$ cat src/rtl/ffha_pkg.sv
// ----------------------------------------------------------------------------
// ffha_pkg: shared types and constants of the first-fit heap allocator
// Holds the request and response words, the function and status codes, the
// controller states and the command and status groups between the
// controller and the datapath.
// ----------------------------------------------------------------------------
package ffha_pkg;

   localparam int HEAP_BYTES_DEFAULT = 4096;
   localparam int HDR_BYTES          = 8;
   // A rounded request is at most 8191 + 7 bytes, that is 1024 slots.
   localparam int WANT_W             = 11;

   localparam logic [1:0] FUNC_ALLOC = 2'd0;
   localparam logic [1:0] FUNC_FREE  = 2'd1;
   localparam logic [1:0] FUNC_LEAK  = 2'd2;

   localparam logic [1:0] STATUS_OK      = 2'd0;
   localparam logic [1:0] STATUS_ZERO    = 2'd1;
   localparam logic [1:0] STATUS_NOMEM   = 2'd2;
   localparam logic [1:0] STATUS_BAD_PTR = 2'd3;

   typedef struct packed {
      logic [1:0]  func;
      logic [12:0] req_size;
      logic        ptr_is_null;
      logic [12:0] free_offset;
   } req_type;

   typedef struct packed {
      logic [1:0]  status;
      logic [11:0] payload_offset;
      logic [8:0]  leaked_objects;
      logic [11:0] leaked_bytes;
   } rsp_type;

   typedef enum logic [3:0] {
      ST_INIT,
      ST_IDLE,
      ST_DISPATCH,
      ST_READ,
      ST_EVAL,
      ST_WR_HEAD,
      ST_MREAD,
      ST_MEVAL,
      ST_RESP
   } state_type;

   typedef struct packed {
      logic       init_wr;
      logic       load;
      logic       rd_pos;
      logic       rd_nx;
      logic       advance;
      logic       count;
      logic       wr_split;
      logic       wr_alloc_want;
      logic       wr_alloc_whole;
      logic       wr_free_start;
      logic       wr_merge;
      logic       status_en;
      logic [1:0] status_code;
   } cmd_type;

   typedef struct packed {
      logic [1:0] func;
      logic       req_zero;
      logic       free_bad;
      logic       fits;
      logic       split_ok;
      logic       hdr_alloc;
      logic       off_match;
      logic       walk_end;
      logic       merge_end;
   } sts_type;

endpackage

$ cat src/rtl/ffha_ctrl.sv
// ----------------------------------------------------------------------------
// ffha_ctrl: sequencing state machine of the allocator
// Steps the datapath through header reads, compares and header writes for
// each request, and raises the response strobe.
// ----------------------------------------------------------------------------
module ffha_ctrl (
   input  logic              clock,
   input  logic              reset,
   input  logic              start,
   input  ffha_pkg::sts_type sts,
   output ffha_pkg::cmd_type cmd,
   output logic              busy,
   output logic              rsp_valid
);

   ffha_pkg::state_type state_ff, state_in;

   always_ff @(posedge clock) begin
      if (reset) begin
         state_ff <= ffha_pkg::ST_INIT;
      end else begin
         state_ff <= state_in;
      end
   end

   always_comb begin
      state_in  = state_ff;
      cmd       = '0;
      busy      = (state_ff != ffha_pkg::ST_IDLE);
      rsp_valid = (state_ff == ffha_pkg::ST_RESP);
      unique case (state_ff)
         ffha_pkg::ST_INIT: begin
            cmd.init_wr = 1'b1;
            state_in    = ffha_pkg::ST_IDLE;
         end
         ffha_pkg::ST_IDLE: begin
            if (start) begin
               cmd.load = 1'b1;
               state_in = ffha_pkg::ST_DISPATCH;
            end
         end
         ffha_pkg::ST_DISPATCH: begin
            unique case (sts.func)
               ffha_pkg::FUNC_ALLOC: begin
                  if (sts.req_zero) begin
                     cmd.status_en   = 1'b1;
                     cmd.status_code = ffha_pkg::STATUS_ZERO;
                     state_in        = ffha_pkg::ST_RESP;
                  end else begin
                     state_in = ffha_pkg::ST_READ;
                  end
               end
               ffha_pkg::FUNC_FREE: begin
                  if (sts.free_bad) begin
                     cmd.status_en   = 1'b1;
                     cmd.status_code = ffha_pkg::STATUS_BAD_PTR;
                     state_in        = ffha_pkg::ST_RESP;
                  end else begin
                     state_in = ffha_pkg::ST_READ;
                  end
               end
               ffha_pkg::FUNC_LEAK: begin
                  state_in = ffha_pkg::ST_READ;
               end
               default: begin
                  state_in = ffha_pkg::ST_RESP;
               end
            endcase
         end
         ffha_pkg::ST_READ: begin
            cmd.rd_pos = 1'b1;
            state_in   = ffha_pkg::ST_EVAL;
         end
         ffha_pkg::ST_EVAL: begin
            unique case (sts.func)
               ffha_pkg::FUNC_ALLOC: begin
                  if (sts.fits) begin
                     if (sts.split_ok) begin
                        cmd.wr_split = 1'b1;
                        state_in     = ffha_pkg::ST_WR_HEAD;
                     end else begin
                        cmd.wr_alloc_whole = 1'b1;
                        state_in           = ffha_pkg::ST_RESP;
                     end
                  end else if (sts.walk_end) begin
                     cmd.status_en   = 1'b1;
                     cmd.status_code = ffha_pkg::STATUS_NOMEM;
                     state_in        = ffha_pkg::ST_RESP;
                  end else begin
                     cmd.advance = 1'b1;
                     state_in    = ffha_pkg::ST_READ;
                  end
               end
               ffha_pkg::FUNC_FREE: begin
                  if (sts.off_match && sts.hdr_alloc) begin
                     cmd.wr_free_start = 1'b1;
                     state_in          = ffha_pkg::ST_MREAD;
                  end else if (sts.off_match || sts.walk_end) begin
                     cmd.status_en   = 1'b1;
                     cmd.status_code = ffha_pkg::STATUS_BAD_PTR;
                     state_in        = ffha_pkg::ST_RESP;
                  end else begin
                     cmd.advance = 1'b1;
                     state_in    = ffha_pkg::ST_READ;
                  end
               end
               default: begin
                  cmd.count = 1'b1;
                  if (sts.walk_end) begin
                     state_in = ffha_pkg::ST_RESP;
                  end else begin
                     cmd.advance = 1'b1;
                     state_in    = ffha_pkg::ST_READ;
                  end
               end
            endcase
         end
         ffha_pkg::ST_WR_HEAD: begin
            cmd.wr_alloc_want = 1'b1;
            state_in          = ffha_pkg::ST_RESP;
         end
         ffha_pkg::ST_MREAD: begin
            if (sts.merge_end) begin
               state_in = ffha_pkg::ST_RESP;
            end else begin
               cmd.rd_nx = 1'b1;
               state_in  = ffha_pkg::ST_MEVAL;
            end
         end
         ffha_pkg::ST_MEVAL: begin
            if (sts.hdr_alloc) begin
               state_in = ffha_pkg::ST_RESP;
            end else begin
               cmd.wr_merge = 1'b1;
               state_in     = ffha_pkg::ST_MREAD;
            end
         end
         ffha_pkg::ST_RESP: begin
            state_in = ffha_pkg::ST_IDLE;
         end
         default: begin
            state_in = ffha_pkg::ST_IDLE;
         end
      endcase
   end

endmodule

$ cat config.mk
export PLATFORM = sky130hd
export DESIGN_NAME = ffha_ctrl
export DESIGN_NICKNAME = d
export VERILOG_FILES = /design/src/rtl/ffha_pkg.sv /design/src/rtl/ffha_ctrl.sv
export SDC_FILE = /design/constraint.sdc
export NUM_CORES = 1
export LEC_CHECK = 0
export BUFFER_PORTS_ARGS = -buffer_cell sky130_fd_sc_hd__clkbuf_2
export CORE_ASPECT_RATIO = 1.25
export CORE_MARGIN = 8
export CORE_UTILIZATION = 35
export CTS_BUF_LIST = sky130_fd_sc_hd__clkbuf_16
export DETAILED_ROUTE_END_ITERATION = 10
export GPL_TIMING_DRIVEN = 0
export PLACE_DENSITY = 0.69
export SLEW_MARGIN = 20
export SYNTH_ARGS = -nofsm -noshare
export SYNTH_HDL_FRONTEND = slang
export SYNTH_SLANG_ARGS = --single-unit
export TNS_END_PERCENT = 30
$ cat constraint.sdc
create_clock -name clock -period 2.45 [get_ports clock]
set_input_delay 0.3675 -clock clock [delete_from_list [all_inputs] [get_ports clock]]
set_output_delay 0.3675 -clock clock [all_outputs]
set_load 0.1 [all_outputs]
==> run_results.csv <==
group,metric,value,unit
run_status,status,"finished clean",
die,dieArea,0.00318,sq mm
place,post-place-ws,0.224,ns
finish,area_delta_synth_final,49.1,%
finish,design_area,847,sq um
job,cap_violations,0,
timing,fmax,0.429,GHz
global_route,grt_max_degree,11,
yosys,syn_area_per_cell,6.68,sq um
timing,fin_ws,0.121,ns
worst_setup_path,startpoint_type,"flip-flop",
clock_network,htreeDepth,1,
die,ioPinCount,29,
worst_setup_path,slowest_stage,"or4b_4",
finish,drive_gt1_share,36.2,%
worst_setup_path,arrival,1.96,ns
die,die_y,61.0,um
hold_path,hold_path.startpoint,"reset",
finish,fin_nets,131,
hold_path,min_path_type,"input port to flip-flop",
timing,period_needed,2.33,ns
global_route,antenna_found_initial,0,
global_route,grtUsageTotal,12.6,%
drt,dr.first_iter.drc_count,19,
global_route,grt_pass1_wl,3.12,mm
yosys,yosysSeqAreaShare,14.1,%
drt,drcViolationCount,0,
timing,tightest_slew,0.546,ns
clock_network,cts.sinks,4,
finish,num_antenna_cells,0,
yosys,syn_nets,98,
die,initial_core_util,36.9,%
timing,rsz0062_at_grt,"no",
finish,reg_top3,"state_ff x4",
place,numPortBuffers,28,
yosys,yosys-top-cells-count,"a21oi_1, nand2b_1, nand2_1, nor2_1",
power,leakagePower,0.368,nW
place,dpl.hpwl,1.47,mm
clock_network,insertion_delay,0.23,ns
worst_setup_path,cp_slowest_stage_delay,0.59,ns
worst_setup_path,endpoint_kind,"output port",
power,powerDensity,521,mW/mm^2
timing,fin_crit_sh,95.1,%
yosys,ys.flop_type,"dfxtp_1",
timing,drv_slew,0,
power,peakVddDrop,0.602,mV
yosys,synth_top_cell_by_area,"dfxtp_1",
global_route,grt.overflow.total,0,
clock_network,clkSlewWorstSetupHoldPaths,0.03,ns
die,rows,16,
worst_setup_path,path_cells,"or4b_4, nor2_2, nand3_1, inv_1, clkbuf_2",
die,core,0.00154,sq mm
yosys,synth_top_area_share,14.1,%
timing,finClkSkew,0.000415,ns
finish,largest_reg_flops,4,
clock_network,clk_path_buf_depth,2,
drt,detail-route-antenna-nets,0,
timing,hold_violations,0,
timing,setup_viol_count_final,0,
drt,wl_per_cell,13.7,um
finish,top_register,"state_ff",
yosys,yosys_warnings,0,
drt,totalWireLength,1.83,mm
global_route,grt_pass1_vias,741,
worst_setup_path,critPathTopFamily,"simple AND/OR/NAND/NOR gates",
yosys,synth_area_leaders,"dfxtp_1, nand2b_1, a21oi_1, nand2_1, nor2_1",
yosys,synth_edf_count,0,
yosys,synth-async-reset-ratio,0,%
drt,num_vias,740,
timing,relSlewSlack,63.7,%
yosys,synthDistinctLibCells,40,
drt,via_per_inst,5.52,
place,gp_congestion,0.799,
drt,first_pass_iters,4,
die,die_w,52.0,um
worst_setup_path,critPathLaunch,"state_ff[1]",
yosys,syn-cell-area,568,sq um
worst_setup_path,cp_num_buf_inv,2,
yosys,synth_seq_cells,4,
worst_setup_path,required,2.08,ns
clock_network,cts-buffers-inserted,3,
worst_setup_path,critical_path_class,"flip-flop to output port",
yosys,syn_inst,85,
clock_network,cts-root-buf,"clkbuf_16",
worst_setup_path,timing.rr.start,"state_ff[0]",
place,placed_cell_area,763,sq um
clock_network,cts_tree,"built",
worst_setup_path,crit_fanout,5,
-- worst paths after layout --
path / cells after the start / slack, ns / to
worst max register to register: 5 / 0.82 / state_ff[3]
worst min-delay path: 2 / 0.33 / state_ff[0]
worst max-delay path: 5 / 0.12 / cmd[7]
worst min register to register: 3 / 0.71 / state_ff[1]
-- metrics by stage --
stage	hold slack, ns	total power, mW	util (%)	instances	TNS, ns
3_5_place_dp	0.555	0.182	49.5	131	0
5_1_grt	0.341	0.460	55.0	134	0
2_1_floorplan	0.437	0.153	-	85	-3.79
4_1_cts	0.320	0.443	54.7	134	0
3_3_place_gp	0.554	0.181	49.5	131	0
6_report	0.329	0.441	55.0	134	0
-- logic make-up (layout without fill, tap and decap cells) --
kind of cell / after synthesis / after routing / synth area share [%]
buffers and inverters: 11 / 42 / 7.49
AOI/OAI and AO/OA: 26 / 26 / 30.6
muxes: 1 / 1 / 1.98
DFF: 4 / 4 / 14.1
and+or+nand+nor: 43 / 43 / 45.8
-- power by group --
| part | leakage, nW | internal (mW) | total (mW) | switching, mW |
|---|---|---|---|---|
| clock | 0.0370 | 0.209 | 0.259 | 0.0504 |
| combinational | 0.299 | 0.0321 | 0.112 | 0.0797 |
| sequential | 0.0326 | 0.0677 | 0.0703 | 0.00252 |
-- routing by layer --
metal	up-vias	track usage, %	wire [um]
met5	-	0	0
met4	0	5.70	22
met3	2	3.62	150
met2	29	21.3	830
met1	333	14.2	828
li1	376	-	-
-- placed cells by master (no fill, tap or decap), types with 2 or more instances in the layout --
master and instances:
inv_1 5, nand3_1 2, nor4b_2 2, or3_1 2, a31oi_1 2, a21oi_1 8, clkbuf_1 4, clkbuf_2 26
nand2_1 7, o21ai_0 2, clkbuf_16 3, dfxtp_1 4, clkbuf_4 3, nor3b_1 2, nand2b_1 8, o21ai_1 2
nor2_1 7
-- final cells by class --
type,count,area [sq um]
Multi-Input combinational cell,70,478
Fill cell,146,694
Sequential cell,4,80.1
Buffer,6,25.0
Inverter,5,18.8
Tap cell,18,22.5
Timing Repair Buffer,28,148
Clock buffer,3,75.1
-- what timing repair did --
action                                  in CTS  in global routing
endpoints found under the setup margin       2                  3
gates resized for setup                      2                  4
hold buffers                                 0                  0
setup buffers                                0                  0
Note: power is estimated with default switching activity, not from simulation.
